$ cat config.mk
export PLATFORM = sky130hd
export DESIGN_NAME = microscopy_contrast_pixel_unit_core_flat
export DESIGN_NICKNAME = d
export VERILOG_FILES = /design/src/rtl/mcpu_pkg.sv /design/src/rtl/mcpu_if.sv /design/src/rtl/mcpu_ratio_div.sv /design/src/rtl/microscopy_contrast_pixel_unit_core.sv /design/src/flat_wrapper.sv
export SDC_FILE = /design/constraint.sdc
export NUM_CORES = 1
export LEC_CHECK = 0
export BUFFER_PORTS_ARGS = -buffer_cell sky130_fd_sc_hd__buf_2
export CORE_MARGIN = 2
export CORE_UTILIZATION = 55
export CTS_CLUSTER_DIAMETER = 200
export CTS_CLUSTER_SIZE = 20
export DETAILED_ROUTE_END_ITERATION = 8
export PLACE_DENSITY = 0.77
export REMOVE_ABC_BUFFERS = 1
export SETUP_SLACK_MARGIN = 0.5
export SYNTH_ARGS = -nofsm -noshare
export SYNTH_HDL_FRONTEND = slang
export SYNTH_SLANG_ARGS = --single-unit
$ cat constraint.sdc
create_clock -name clk -period 7.24 [get_ports clk]
set_input_delay 1.448 -clock clk [delete_from_list [all_inputs] [get_ports clk]]
set_output_delay 1.448 -clock clk [all_outputs]
set_load 0.01 [all_outputs]
$ cat src/rtl/mcpu_pkg.sv
// Package for the microscopy contrast pixel unit: mode codes, path selects,
// configuration indexes, reset values and the pipeline enable struct.
// No dependencies.
package mcpu_pkg;

	typedef enum logic [2:0] {
		MODE_BF  = 3'd0,
		MODE_DF  = 3'd1,
		MODE_QDF = 3'd2,
		MODE_LR  = 3'd3,
		MODE_RL  = 3'd4,
		MODE_TB  = 3'd5,
		MODE_BT  = 3'd6
	} mode_t;

	typedef enum logic [1:0] {
		SEL_SCALE = 2'd0,
		SEL_QDF   = 2'd1,
		SEL_RATIO = 2'd2,
		SEL_ZERO  = 2'd3
	} sel_t;

	typedef enum logic [1:0] {
		CFG_MODE = 2'd0,
		CFG_GAIN = 2'd1
	} cfg_idx_t;

	localparam int          CFG_IDX_W    = 2;
	localparam int          CFG_DATA_W   = 16;
	localparam logic [2:0]  MODE_RST     = 3'd0;
	localparam logic [15:0] QDF_GAIN_RST = 16'd3686;
	localparam logic [5:0]  DARK_PAIR    = 6'd31;

	typedef struct packed {
		logic s2;
		logic s3;
		logic s4;
	} pipe_en_t;

endpackage

$ cat src/rtl/mcpu_if.sv
// Handshake interfaces of the contrast pixel unit: pixel words in, result
// words out, configuration writes. Depends on mcpu_pkg.
interface mcpu_pix_if;
	logic       valid;
	logic       ready;
	logic [7:0] pix_a;
	logic [7:0] pix_b;
	logic [7:0] pix_c;
	logic [7:0] pix_d;
	modport source(output valid, output pix_a, output pix_b, output pix_c, output pix_d,
		input ready);
	modport sink(input valid, input pix_a, input pix_b, input pix_c, input pix_d,
		output ready);
endinterface

interface mcpu_out_if;
	logic       valid;
	logic       ready;
	logic [7:0] out_pixel;
	modport source(output valid, output out_pixel, input ready);
	modport sink(input valid, input out_pixel, output ready);
endinterface

interface mcpu_cfg_if;
	logic                          valid;
	logic                          ready;
	logic [mcpu_pkg::CFG_IDX_W-1:0]  index;
	logic [mcpu_pkg::CFG_DATA_W-1:0] data;
	modport source(output valid, output index, output data, input ready);
	modport sink(input valid, input index, input data, output ready);
endinterface

$ cat src/rtl/mcpu_ratio_div.sv
// Three-stage restoring divider for floor(num/den), two quotient bits per stage.
// Depends on mcpu_pkg (pipe_en_t).
module mcpu_ratio_div import mcpu_pkg::*; (
	input  logic       clk,
	input  pipe_en_t   en,
	input  logic [13:0] num,
	input  logic [8:0]  den,
	output logic [5:0]  quo
);

	logic [13:0] rem_s2, rem_s3;
	logic [8:0]  den_s2, den_s3;
	logic [1:0]  q_s2;
	logic [3:0]  q_s3;
	logic [5:0]  q_s4;

	logic [13:0] ra, rb, rc, rd, re, rf;
	logic        b5, b4, b3, b2, b1, b0;

	function automatic logic [14:0] div_step(input logic [13:0] r, input logic [8:0] d,
		input int k);
		logic [13:0] t;
		t = {5'd0, d} << k;
		if (r >= t)
			div_step = {1'b1, r - t};
		else
			div_step = {1'b0, r};
	endfunction

	always_comb begin
		{b5, ra} = div_step(num, den, 5);
		{b4, rb} = div_step(ra, den, 4);
		{b3, rc} = div_step(rem_s2, den_s2, 3);
		{b2, rd} = div_step(rc, den_s2, 2);
		{b1, re} = div_step(rem_s3, den_s3, 1);
		{b0, rf} = div_step(re, den_s3, 0);
	end

	always_ff @(posedge clk) begin
		if (en.s2) begin
			rem_s2 <= rb;
			den_s2 <= den;
			q_s2   <= {b5, b4};
		end
		if (en.s3) begin
			rem_s3 <= rd;
			den_s3 <= den_s2;
			q_s3   <= {q_s2, b3, b2};
		end
		if (en.s4) begin
			q_s4 <= {q_s3, b1, b0};
		end
	end

	assign quo = q_s4;

endmodule

$ cat src/rtl/microscopy_contrast_pixel_unit_core.sv
// Contrast pixel unit: five-stage pipeline from four frame pixels to one contrast pixel.
// Depends on mcpu_pkg, mcpu_if and mcpu_ratio_div.
//
// Channels: pix carries one word of four co-located pixels (pix_a..pix_d),
// res carries one out_pixel word per input word, cfg writes the mode (index 0)
// and the qdf gain (index 1, unsigned Q4.12); other indexes are dropped.
// cfg is always ready; the user must write cfg only while the pipeline is empty,
// as the block itself does not enforce this.
// Throughput: one word per cycle in every mode while res is ready; the
// ratio divider is split into three stages of two quotient bits each and the
// qdf path uses one 16x10 multiplier, so no unit is shared between words.
// Stall: each stage holds its word while the next one is full and held; bubbles
// collapse, so pix stays ready while any stage is empty, even with a result
// waiting on res.
// Reset: arst_n empties the pipeline and sets mode to brightfield and the
// gain to 3686 (about 0.9).
module microscopy_contrast_pixel_unit_core import mcpu_pkg::*; (
	input  logic        clk,
	input  logic        arst_n,
	mcpu_pix_if.sink    pix,
	mcpu_out_if.source  res,
	mcpu_cfg_if.sink    cfg
);

	localparam logic [19:0] SAT_LIMIT = 20'd65280;

	logic [2:0]  mode_q;
	logic [15:0] gain_q;

	logic v_s1, v_s2, v_s3, v_s4, v_s5;
	logic rdy1, rdy2, rdy3, rdy4, rdy5;
	logic en1;
	pipe_en_t en;

	// stage 1
	sel_t        sel_c, sel_s1;
	logic        swap_c;
	logic [7:0]  ad1, ad2, nsel;
	logic [13:0] a63_c, a63_s1;
	logic [9:0]  sum_c, sum_s1;
	logic [8:0]  edg_c, edg_s1;
	logic [13:0] num_c, num_s1;
	logic [8:0]  den_c, den_s1;
	logic [15:0] gain_s1;

	// stage 2
	sel_t        sel_s2;
	logic [13:0] a63_s2;
	logic [25:0] prod_c;
	logic [26:0] val_c, val_s2;
	logic        dark_s1, dark_s2, dark_s3, dark_s4;

	// stage 3
	sel_t        sel_s3;
	logic [13:0] a63_s3;
	logic        pos_c, pos_s3, pos_s4;
	logic [31:0] n63_c;
	logic [19:0] y_c;
	logic        sat_s3, sat_s4;
	logic [15:0] x_s3;

	// stage 4
	sel_t        sel_s4;
	logic [15:0] xsel_c, x_s4;
	logic [24:0] qm_c;
	logic [7:0]  qe_s4;
	logic [5:0]  quo;

	// stage 5
	logic [15:0] mul255_c, rem_c;
	logic [7:0]  qfix_c;
	logic [7:0]  out_c, out_s5;

	function automatic logic [7:0] abs_diff(input logic [7:0] x, input logic [7:0] y);
		abs_diff = (x > y) ? (x - y) : (y - x);
	endfunction

	assign cfg.ready = 1'b1;

	always_ff @(posedge clk or negedge arst_n) begin
		if (!arst_n) begin
			mode_q <= MODE_RST;
			gain_q <= QDF_GAIN_RST;
		end else if (cfg.valid && cfg.ready) begin
			case (cfg.index)
				CFG_MODE: mode_q <= cfg.data[2:0];
				CFG_GAIN: gain_q <= cfg.data;
				default:  ;
			endcase
		end
	end

	assign rdy5      = !v_s5 || res.ready;
	assign rdy4      = !v_s4 || rdy5;
	assign rdy3      = !v_s3 || rdy4;
	assign rdy2      = !v_s2 || rdy3;
	assign rdy1      = !v_s1 || rdy2;
	assign pix.ready = rdy1;

	assign en1   = rdy1 && pix.valid;
	assign en.s2 = rdy2 && v_s1;
	assign en.s3 = rdy3 && v_s2;
	assign en.s4 = rdy4 && v_s3;

	always_ff @(posedge clk or negedge arst_n) begin
		if (!arst_n) begin
			v_s1 <= 1'b0;
			v_s2 <= 1'b0;
			v_s3 <= 1'b0;
			v_s4 <= 1'b0;
			v_s5 <= 1'b0;
		end else begin
			if (rdy1) v_s1 <= pix.valid;
			if (rdy2) v_s2 <= v_s1;
			if (rdy3) v_s3 <= v_s2;
			if (rdy4) v_s4 <= v_s3;
			if (rdy5) v_s5 <= v_s4;
		end
	end

	always_comb begin
		swap_c = 1'b0;
		unique case (mode_q)
			MODE_BF, MODE_DF: sel_c = SEL_SCALE;
			MODE_QDF:         sel_c = SEL_QDF;
			MODE_LR, MODE_TB: sel_c = SEL_RATIO;
			MODE_RL, MODE_BT: begin
				sel_c  = SEL_RATIO;
				swap_c = 1'b1;
			end
			default:          sel_c = SEL_ZERO;
		endcase
	end

	always_comb begin
		a63_c = {pix.pix_a, 6'd0} - {6'd0, pix.pix_a};
		sum_c = {2'd0, pix.pix_a} + {2'd0, pix.pix_b} + {2'd0, pix.pix_c} + {2'd0, pix.pix_d};
		ad1   = abs_diff(pix.pix_a, pix.pix_c);
		ad2   = abs_diff(pix.pix_d, pix.pix_b);
		edg_c = {1'b0, ad1} + {1'b0, ad2};
		nsel  = swap_c ? pix.pix_b : pix.pix_a;
		num_c = {nsel, 6'd0} - {6'd0, nsel};
		den_c = {1'b0, pix.pix_a} + {1'b0, pix.pix_b};
	end

	always_ff @(posedge clk) begin
		if (en1) begin
			sel_s1  <= sel_c;
			a63_s1  <= a63_c;
			sum_s1  <= sum_c;
			edg_s1  <= edg_c;
			num_s1  <= num_c;
			den_s1  <= den_c;
			dark_s1 <= (den_c == 9'd0);
			gain_s1 <= gain_q;
		end
	end

	// gain*sum - 4096*edge, two's complement
	always_comb begin
		prod_c = {10'd0, gain_s1} * {16'd0, sum_s1};
		val_c  = {1'b0, prod_c} - {6'd0, edg_s1, 12'd0};
	end

	always_ff @(posedge clk) begin
		if (en.s2) begin
			sel_s2  <= sel_s1;
			a63_s2  <= a63_s1;
			val_s2  <= val_c;
			dark_s2 <= dark_s1;
		end
	end

	always_comb begin
		pos_c = !val_s2[26] && (val_s2 != 27'd0);
		n63_c = {val_s2[25:0], 6'd0} - {6'd0, val_s2[25:0]};
		y_c   = n63_c[31:12];
	end

	always_ff @(posedge clk) begin
		if (en.s3) begin
			sel_s3  <= sel_s2;
			a63_s3  <= a63_s2;
			pos_s3  <= pos_c;
			sat_s3  <= (y_c >= SAT_LIMIT);
			x_s3    <= y_c[15:0];
			dark_s3 <= dark_s2;
		end
	end

	// x/255 estimate: x*257 >> 16, low by at most one
	always_comb begin
		xsel_c = (sel_s3 == SEL_SCALE) ? {2'd0, a63_s3} : x_s3;
		qm_c   = {9'd0, xsel_c} + {1'b0, xsel_c, 8'd0};
	end

	always_ff @(posedge clk) begin
		if (en.s4) begin
			sel_s4  <= sel_s3;
			x_s4    <= xsel_c;
			qe_s4   <= qm_c[23:16];
			pos_s4  <= pos_s3;
			sat_s4  <= sat_s3;
			dark_s4 <= dark_s3;
		end
	end

	mcpu_ratio_div u_div (
		.clk (clk),
		.en  (en),
		.num (num_s1),
		.den (den_s1),
		.quo (quo)
	);

	always_comb begin
		mul255_c = {qe_s4, 8'd0} - {8'd0, qe_s4};
		rem_c    = x_s4 - mul255_c;
		qfix_c   = (rem_c >= 16'd255) ? (qe_s4 + 8'd1) : qe_s4;
		unique case (sel_s4)
			SEL_SCALE: out_c = qfix_c;
			SEL_QDF:   out_c = !pos_s4 ? 8'd0 : (sat_s4 ? 8'd255 : qfix_c);
			SEL_RATIO: out_c = dark_s4 ? {2'd0, DARK_PAIR} : {2'd0, quo};
			SEL_ZERO:  out_c = 8'd0;
		endcase
	end

	always_ff @(posedge clk) begin
		if (rdy5 && v_s4)
			out_s5 <= out_c;
	end

	assign res.valid     = v_s5;
	assign res.out_pixel = out_s5;

`ifndef SYNTH
	a_est_off_by_one: assert property (@(posedge clk) disable iff (!arst_n)
		v_s4 && (sel_s4 == SEL_SCALE || (sel_s4 == SEL_QDF && pos_s4 && !sat_s4))
		|-> rem_c < 16'd510)
		else $error("x/255 estimate off by more than one");

	a_scale_range: assert property (@(posedge clk) disable iff (!arst_n)
		v_s4 && sel_s4 == SEL_SCALE |-> qfix_c <= 8'd63)
		else $error("scaled pixel above 63");

	a_accept_fills_s1: assert property (@(posedge clk) disable iff (!arst_n)
		pix.valid && pix.ready |=> v_s1)
		else $error("accepted word not in stage 1");

	a_free_out_ready: assert property (@(posedge clk) disable iff (!arst_n)
		!res.valid || res.ready |-> pix.ready)
		else $error("input stalled while output can drain");

	a_stall_holds_s4: assert property (@(posedge clk) disable iff (!arst_n)
		v_s4 && v_s5 && !res.ready |=> v_s4 && $stable(qe_s4) && $stable(x_s4))
		else $error("stage 4 word lost under stall");
`endif

endmodule
$ cat src/flat_wrapper.sv
// flat-port wrapper written by rule: the top's interface ports become plain ports
module microscopy_contrast_pixel_unit_core_flat import mcpu_pkg::*;
  (clk, arst_n, pix_valid, pix_pix_a, pix_pix_b, pix_pix_c, pix_pix_d, pix_ready, res_valid, res_out_pixel, res_ready, cfg_valid, cfg_index, cfg_data, cfg_ready);
  mcpu_pix_if pix_i ();
  mcpu_out_if res_i ();
  mcpu_cfg_if cfg_i ();
  input  logic clk;
  input  logic arst_n;
  input wire logic [$bits(pix_i.valid)-1:0] pix_valid;
  input wire logic [$bits(pix_i.pix_a)-1:0] pix_pix_a;
  input wire logic [$bits(pix_i.pix_b)-1:0] pix_pix_b;
  input wire logic [$bits(pix_i.pix_c)-1:0] pix_pix_c;
  input wire logic [$bits(pix_i.pix_d)-1:0] pix_pix_d;
  output wire logic [$bits(pix_i.ready)-1:0] pix_ready;
  output wire logic [$bits(res_i.valid)-1:0] res_valid;
  output wire logic [$bits(res_i.out_pixel)-1:0] res_out_pixel;
  input wire logic [$bits(res_i.ready)-1:0] res_ready;
  input wire logic [$bits(cfg_i.valid)-1:0] cfg_valid;
  input wire logic [$bits(cfg_i.index)-1:0] cfg_index;
  input wire logic [$bits(cfg_i.data)-1:0] cfg_data;
  output wire logic [$bits(cfg_i.ready)-1:0] cfg_ready;
  assign pix_i.valid = pix_valid;
  assign pix_i.pix_a = pix_pix_a;
  assign pix_i.pix_b = pix_pix_b;
  assign pix_i.pix_c = pix_pix_c;
  assign pix_i.pix_d = pix_pix_d;
  assign pix_ready = pix_i.ready;
  assign res_valid = res_i.valid;
  assign res_out_pixel = res_i.out_pixel;
  assign res_i.ready = res_ready;
  assign cfg_i.valid = cfg_valid;
  assign cfg_i.index = cfg_index;
  assign cfg_i.data = cfg_data;
  assign cfg_ready = cfg_i.ready;
  microscopy_contrast_pixel_unit_core u_core (.clk(clk), .arst_n(arst_n), .pix(pix_i), .res(res_i), .cfg(cfg_i));
endmodule
# Yosys cells after proc, flatten, opt, wreduce, memory -nomap -nowiden
# Index checks and enable logic that the tools add are counted.
# Widths: inputs -> output; s select.
# word_totals
elab_cells,128
ff_bits,273
in_bits,55
# op_classes
n_lt_le_gt_ge,10
reduce_logical,28
eq_ne,10
add_sub_neg,23
mul,1
n_mux,17
# ops
cell,count
$mux 15,6
$mux 8,6
$pmux 8 s4,1
$sub 32x26->32,1
$sub 8x8->8,4
$sub 14x8->14,2
$add 8x8->9,3
$reduce_bool 27->1,1
$sub 26x21->27,1
$mul 16x10->26,1
$add 16x24->24,1
$add 10x8->10,2
$ge 20x16->1 const B,1
$ge 16x8->1 const B,1
$gt 8x8->1,2
$mux 16,1
$sub 16x16->16,1
$sub 16x8->16,1
$ge 14x10->1,1
$ge 14x11->1,1
$ge 14x12->1,1
$ge 14x13->1,1
$ge 14x14->1,1
$ge 14x9->1,1
24 further kinds,47

# Logic depth before layout (Yosys ltp)
# Gate-level depths: netlist of the first run.
# depth
ltp_word,7
depth_mapped,22
depth_no_buf,21

# Modules after synthesis
# From an unflattened synthesis of the first run, not the netlist that was laid out.
# hier_totals
hier_cells,2182
area_unflattened_um2,22874.4
# by_module_without_submodules
module,seq_area_each_um2,cells_per_inst,area_per_inst_um2,instances
microscopy_contrast_pixel_unit_core,6344.8,1673,17947.2,1
mcpu_ratio_div,1741.7,509,4927.2,1

# Least setup slack after synthesis of the first run
# OpenSTA, ideal clock, no wires.
# synth_timing
path_kind,register -> register
startpoint,reg u_core.sum_s1[4]
endpoint,"reg u_core.val_s2[26], data pin"
arrival_ns,5.249
setup_ns,0.260
path_stages_with_launch,20
t_required_ns,6.980
path_slack_ns,1.732
path_buffers,1
cell_sequence,edfxtp_1 -> clkbuf_1 -> nand2_1 -> fa_1 -> fa_1 -> inv_1 -> fa_1 -> fa_1 -> inv_1 -> fa_1 -> inv_1 -> ha_1 -> a211oi_1 -> o21a_1 -> o31ai_1 -> a21oi_1 -> o211ai_1 -> a31o_2 -> a21oi_1 -> xnor2_1
# synth_between
elab_chain_cells,2
# synth_lines
element,line_no,rtl
start: declaration,microscopy_contrast_pixel_unit_core.sv:40,"logic [9:0] sum_c, sum_s1;"
start signal: assignment,microscopy_contrast_pixel_unit_core.sv:150,sum_s1 <= sum_c;
$mul 16x10->26,microscopy_contrast_pixel_unit_core.sv:161,"prod_c = {10'd0, gain_s1} * {16'd0, sum_s1};"
$sub 26x21->27,microscopy_contrast_pixel_unit_core.sv:162,"val_c = {1'b0, prod_c} - {6'd0, edg_s1, 12'd0};"
via u_core.val_c[26],microscopy_contrast_pixel_unit_core.sv:50,"logic [26:0] val_c, val_s2;"
end signal: assignment,microscopy_contrast_pixel_unit_core.sv:169,val_s2 <= val_c;
end: declaration,microscopy_contrast_pixel_unit_core.sv:50,
# The timed path passes the listed nets, and every way through them passes these cells.
# A chain may end at the register's enable or synchronous reset.

# Final worst setup path of the first run
# Ends and elaborated chain as after synthesis.

==> metrics.yaml, run 1 <==
setup.worst_path.class: "reg -> reg"
yosysTopAreaCell: "edfxtp_1"
initial_utilization_pct: 55.4
fmax_ghz: 0.165
slowest_delay_ns: 0.67
clkLatencyLatePin_ns: 0.52
core_area_um2: 40600
period_minus_slack_ns: 6.06
cts_tree: "done"
ctsResizeCount: 0
diodes: 0
multi_input_area_um2: 12900
fin_crit_sh_pct: 83.7
synth_flop_cell: "edfxtp_1"
min-delay-start: "u_core.a63_s2[7]"
ant_nets: 0
avgSynthCellArea_um2: 10.4
grt_overflow: 0
drt-total-wl_um: 45900
nNetsFinal: 2634
maxSlewHeadroom_pct: 33.7
layout-drive-gt1-share_pct: 8.17
syn_area_um2: 22500
yosysWarnings: 0
hpwlAfterDp_um: 37600
cp.required_ns: 7.52
remaining_drc_errors: 0
synth_edf_count: 249
dp_cells: 2713
maxCapViolCount: 0
antenna_found_initial: 0
crit_chain: "nand2_1 -> fa_1 -> fa_1 -> inv_1 -> fa_1 -> fa_1 -> inv_1 -> fa_1 -> inv_1 -> ha_1 -> o21a_1 -> o2111ai_1 -> o21a_1 -> o31ai_1 -> a21oi_1 -> o211ai_1 -> a31o_2 -> a21oi_1 -> xnor2_1"
globalplace.congestion: 0.925
skew_ns: 0.0271
synth_top_area_share_pct: 33.2
grt_pass1_vias: 15181
syn_inst: 2155
hold_buffers: 0
synthTopCellsByArea: "edfxtp_1, ha_1, fa_1"
die_area_um2: 42600
status: "finished, final reports clean"
numCtsBuffers: 17
synth.most_common_cell: "inv_1"
cp-startpoint: "u_core.sum_s1[4]"
rr_startpoint: "u_core.sum_s1[4]"
critPathCaptureType: "register"
grt_max_degree: 76
worst-path-buf-inv: 3
cts-htree-levels: 1
cts_num_sinks: 273
cpMostUsedCell: "fa_1"
wl_per_cell_um: 16.8
num_vias: 15201
io_pins: 66
worst_slew_pin_slew_ns: 0.994
synthDistinctLibCells: 86
rsz0062_at_grt: "no"
cts.clk_slew.worst_paths_ns: 0.09
port_buffers: 64
synth_seq_cells: 273
utilization_pct: 58.6
grt_usage_pct: 22.1
die_width_um: 206
grt_pass1_wl_um: 75000
setup_viol: 0
cp_slowest_cell: "edfxtp_1"
num-fill-cells: 3301
startpoint_type: "register"
cp_max_fo: 16
hold_path.class: "reg -> reg"
arrival_ns: 6.33
ys_seq_area_share_pct: 35.9
synth-async-reset-ratio_pct: 8.79
synth_common_cells: "inv_1, edfxtp_1, ha_1, nand2_1, fa_1"
root_buffer: "clkbuf_16"
drtIter0Drc: 1008
cts_buffer_depth: 3
cts_setup_buffers: 0
cp_top_family: "adder cells"
first_pass_iters: 5
area_growth_pct: 5.85
die_y_um: 206
regArea_um2: 8090
vias_per_cell: 5.56
slew_violations: 0
tns_ns: 0
num_rows: 74
stdcell_count: 2736
hold_viol_final: 0
==> metal layers <==
layer	track usage, %	routed length, um	vias to the layer above
met1	29.5	20600	7276
li1	-	-	7444
met2	37.4	21700	390
met5	0	0	-
met3	3.33	2330	91
met4	6.22	1300	0
==> placed cells by master (no fill, tap or decap), drive strengths merged, types with 6 or more instances in the layout <==
master / instances
o22ai: 6
o31ai: 9
nand3: 19
and2: 82
o21ai: 53
nor3b: 6
nor2: 93
fa: 145
a31oi: 8
xnor2: 98
nand2b: 17
mux2i: 26
o21bai: 15
and3: 19
nand2: 159
a21oi: 116
o211ai: 7
a21o: 45
clkbuf: 21
nor4: 13
nand4: 24
mux2: 54
or2: 7
or3: 8
nor2b: 30
xor2: 30
buf: 70
a211oi: 11
dfrtp: 17
o21a: 21
nor3: 32
inv: 371
dfstp: 7
ha: 234
o221ai: 6
edfxtp: 249
==> state kept, by name (all words and copies together), names as in the netlist, 8 cells and up <==
signal / flops
u_core.qe_s4: 8
u_core.u_div.den_s3: 9
u_core.u_div.rem_s3: 14
u_core.u_div.den_s2: 9
u_core.u_div.rem_s2: 14
u_core.edg_s1: 9
u_core.a63_s3: 14
u_core.a63_s1: 14
u_core.num_s1: 14
u_core.gain_q: 16
u_core.x_s4: 16
u_core.gain_s1: 16
u_core.den_s1: 9
u_core.a63_s2: 14
u_core.val_s2: 27
u_core.res.out_pixel: 8
u_core.x_s3: 16
u_core.sum_s1: 10
==> worst paths after layout <==
check                      slack (ns)                end  cells past startpoint
setup / recovery                 1.18  u_core.val_s2[26]                     19
hold / removal                   0.42   u_core.a63_s3[7]                      0
setup reg to reg                 1.18  u_core.val_s2[26]                     19
hold reg to reg                  0.42   u_core.a63_s3[7]                      0
max in group asynchronous        5.88   u_core.mode_q[1]                      1
min in group asynchronous        0.93   u_core.gain_q[4]                      1
==> through the flow <==
stage | hold slack (ns) | area, um^2 | setup WS (ns)
2_1_floorplan | 0.400 | 22300 | 1.73
3_3_place_gp | 0.402 | 23400 | 1.39
3_5_place_dp | 0.405 | 23400 | 1.23
4_1_cts | 0.423 | 23800 | 1.22
5_1_grt | 0.430 | 23800 | 0.916
6_report | 0.422 | 23800 | 1.18
==> cell families (layout without fill, tap and decap cells) <==
| logic type | after synthesis | in the layout | synth area share (%) |
|---|---|---|---|
| xor+xnor | 128 | 128 | 4.98 |
| other cells | 1 | 1 | 0.0167 |
| flops | 273 | 273 | 35.9 |
| buf+inv | 413 | 462 | 6.94 |
| simple gates | 527 | 527 | 11.9 |
| mux | 80 | 80 | 3.86 |
| compound gates | 354 | 354 | 10.5 |
| fa+ha+maj | 379 | 379 | 25.9 |
==> layout make-up <==
class | count | area share (%)
clock buffer | 21 | 1.85
inverter | 369 | 5.81
timing repair buffer | 70 | 1.53
clock inverter | 2 | 0.0735
tap | 532 | 2.79
sequential | 273 | 33.9
multi-input combinational | 1469 | 54.0
Power of run 1 is not shown: default switching activity piles up to over one toggle a cycle in this logic, so the estimate is an artifact.
==> inputs of run 2 (changes only) <==
- PLACE_DENSITY: 0.77 -> 0.8
- clock period: 7.24 -> 4.91 ns (I/O delays scaled with it)
==> run 2 against run 1 <==
Setup slack got worse by 1.8 ns. Design area increased by 10%. Flip-flop and latch count unchanged. Critical path type unchanged. Worst hold slack got worse by 0.0055 ns. The flow now finishes with violations (negative setup slack). Count of clock-buffer cells in the layout increased by 7. Utilization increased by 5.9 points. Clock skew decreased by 0.0079 ns.
==> metrics.yaml, run 2 (synthesized netlist as in run 1, its figures left out) <==
status: "finished, violations left"
violations: "negative setup slack"
dp_cells: 2810  # +3.6%
setup_slack_ns: -0.571  # -1.75 ns
cp.required_ns: 5.18  # -2.34 ns
critPathCaptureType: "register"
grt_overflow: 0  # unchanged
die_area_um2: 42600  # unchanged
num-fill-cells: 2877  # -13%
die_width_um: 206  # unchanged
drt-total-wl_um: 53700  # +17%
num_rows: 74  # unchanged
hpwlAfterDp_um: 39500  # +4.9%
rsz0062_at_grt: "yes"
post-place-ws_ns: -0.660  # -1.89 ns
worst_slew_pin_slew_ns: 1.05  # +0.0534 ns
cts-htree-levels: 1  # unchanged
setup.worst_path.class: "reg -> reg"
fmax_ghz: 0.182  # +11%
hold_ws_ns: 0.416  # -0.00552 ns
cp_max_fo: 4  # -12
hold_path.class: "reg -> reg"
cts.clk_slew.worst_paths_ns: 0.09  # about the same
fin_crit_sh_pct: 112  # +28 points
regMostFlops: "u_core.val_s2"
layout_common_cells: "inv_1, edfxtp_1, ha_1"
nNetsFinal: 2819  # +7.0%
design_area_um2: 26200  # +10%
cts_num_sinks: 273  # unchanged
globalplace.congestion: 0.928  # +0.35%
cts_buffer_depth: 3  # unchanged
clkLatencyLatePin_ns: 0.52  # about the same
skew_ns: 0.0192  # -0.00792 ns
grt_pass1_wl_um: 81700  # +8.9%
die_y_um: 206  # unchanged
remaining_drc_errors: 0  # unchanged
wl_per_cell_um: 18.3  # +9.2%
port_buffers: 64  # unchanged
maxSlewHeadroom_pct: 30.2  # -3.6 points
diodes: 0  # unchanged
numCtsBuffers: 17  # unchanged
initial_utilization_pct: 55.4  # unchanged
first_pass_iters: 7  # +2
drtIter0Drc: 1141  # +13%
hold_viol_final: 0  # unchanged
maxCapViolCount: 0  # unchanged
slew_violations: 0  # unchanged
setup_viol: 14  # +14
postPlaceCellArea_um2: 24100  # +3.1%
grt_max_degree: 76  # unchanged
area_growth_pct: 16.6
stdcell_count: 2928  # +7.0%
final_common_cell: "inv_1"
layout-drive-gt1-share_pct: 21.7  # +14 points
hold_buffers: 0  # unchanged
num_vias: 16588  # +9.1%
grt_pass1_vias: 16624  # +9.5%
root_buffer: "clkbuf_16"
slowest_delay_ns: 0.54  # -0.13 ns
arrival_ns: 5.75  # -0.58 ns
grt_usage_pct: 24.1  # +2.0 points
core_area_um2: 40600  # unchanged
cp_slowest_cell: "fa_1"
cts_tree: "done"
period_minus_slack_ns: 5.48  # -0.576 ns
ant_nets: 0  # unchanged
vias_per_cell: 5.67  # +2.0%
crit_chain: "buf_4 -> nand2_2 -> fa_2 -> fa_1 -> inv_2 -> fa_1 -> fa_1 -> inv_2 -> fa_1 -> inv_2 -> ha_4 -> o21a_1 -> o2111ai_4 -> o21a_1 -> o31ai_4 -> a21oi_2 -> o211ai_1 -> a31o_2 -> a21oi_2 -> xnor2_1"
io_pins: 66  # unchanged
startpoint_type: "register"
largest_register_ffs: 27  # unchanged
cpMostUsedCell: "fa_1"
antenna_found_initial: 0  # unchanged
-- run 2: final timing paths --
path	startpoint	endpoint	slack, ns	cells after the start
setup reg to reg	u_core.gain_s1[4]	u_core.val_s2[26]	-0.57	20
setup / recovery	u_core.gain_s1[4]	u_core.val_s2[26]	-0.57	20
hold / removal	u_core.u_div.q_s3[3]	u_core.u_div.quo[5]	0.42	0
hold reg to reg	u_core.u_div.q_s3[3]	u_core.u_div.quo[5]	0.42	0
min in group asynchronous	arst_n	u_core.gain_q[13]	0.48	1
max in group asynchronous	arst_n	u_core.gain_q[8]	4.00	1
-- run 2: layout make-up --
class | instances | area, um^2 | share of cell area, %
multi-input combinational | 1469 | 13700 | 52.2
sequential | 273 | 8090 | 30.8
timing repair buffer | 255 | 1930 | 7.35
inverter | 369 | 1390 | 5.29
tap | 532 | 666 | 2.54
clock buffer | 28 | 467 | 1.78
clock inverter | 2 | 17.5 | 0.0667
-- run 2: what timing repair did --
action / 4_1_cts / 5_1_grt
hold endpoints to repair: 0 / 0
setup buffers: 42 / 45
gates resized for setup: 123 / 113
gates cloned: 0 / 1
setup endpoints to repair: 42 / 48
pin swaps: 99 / 87
-- run 2: stage by stage --
stage	util, %	setup TNS [ns]
floorplan	-	-6.70
global placement	59.3	-4.29
detailed placement	59.3	-5.73
CTS	62.5	-3.65
global route	64.6	-7.28
finish	64.6	-4.56
-- run 2: metal layers --
layer  routed length, um  up-vias  GRT usage, %
li1                    -     7812             -
met1               22000     8081          30.8
met2               26900      549          42.2
met3                2670      146          2.79
met4                2110        0          8.52
met5                   0        -             0
-- run 2: critical path: cells and delay by family, from the launching register on --
family / cells / cell delay (ns)
fa+ha+maj: 6 / 2.70
compound gates: 8 / 1.62
flops: 1 / 0.47
buf+inv: 4 / 0.31
xor+xnor: 1 / 0.10
simple gates: 1 / 0.06
Power of run 2 is left out for the same reason.
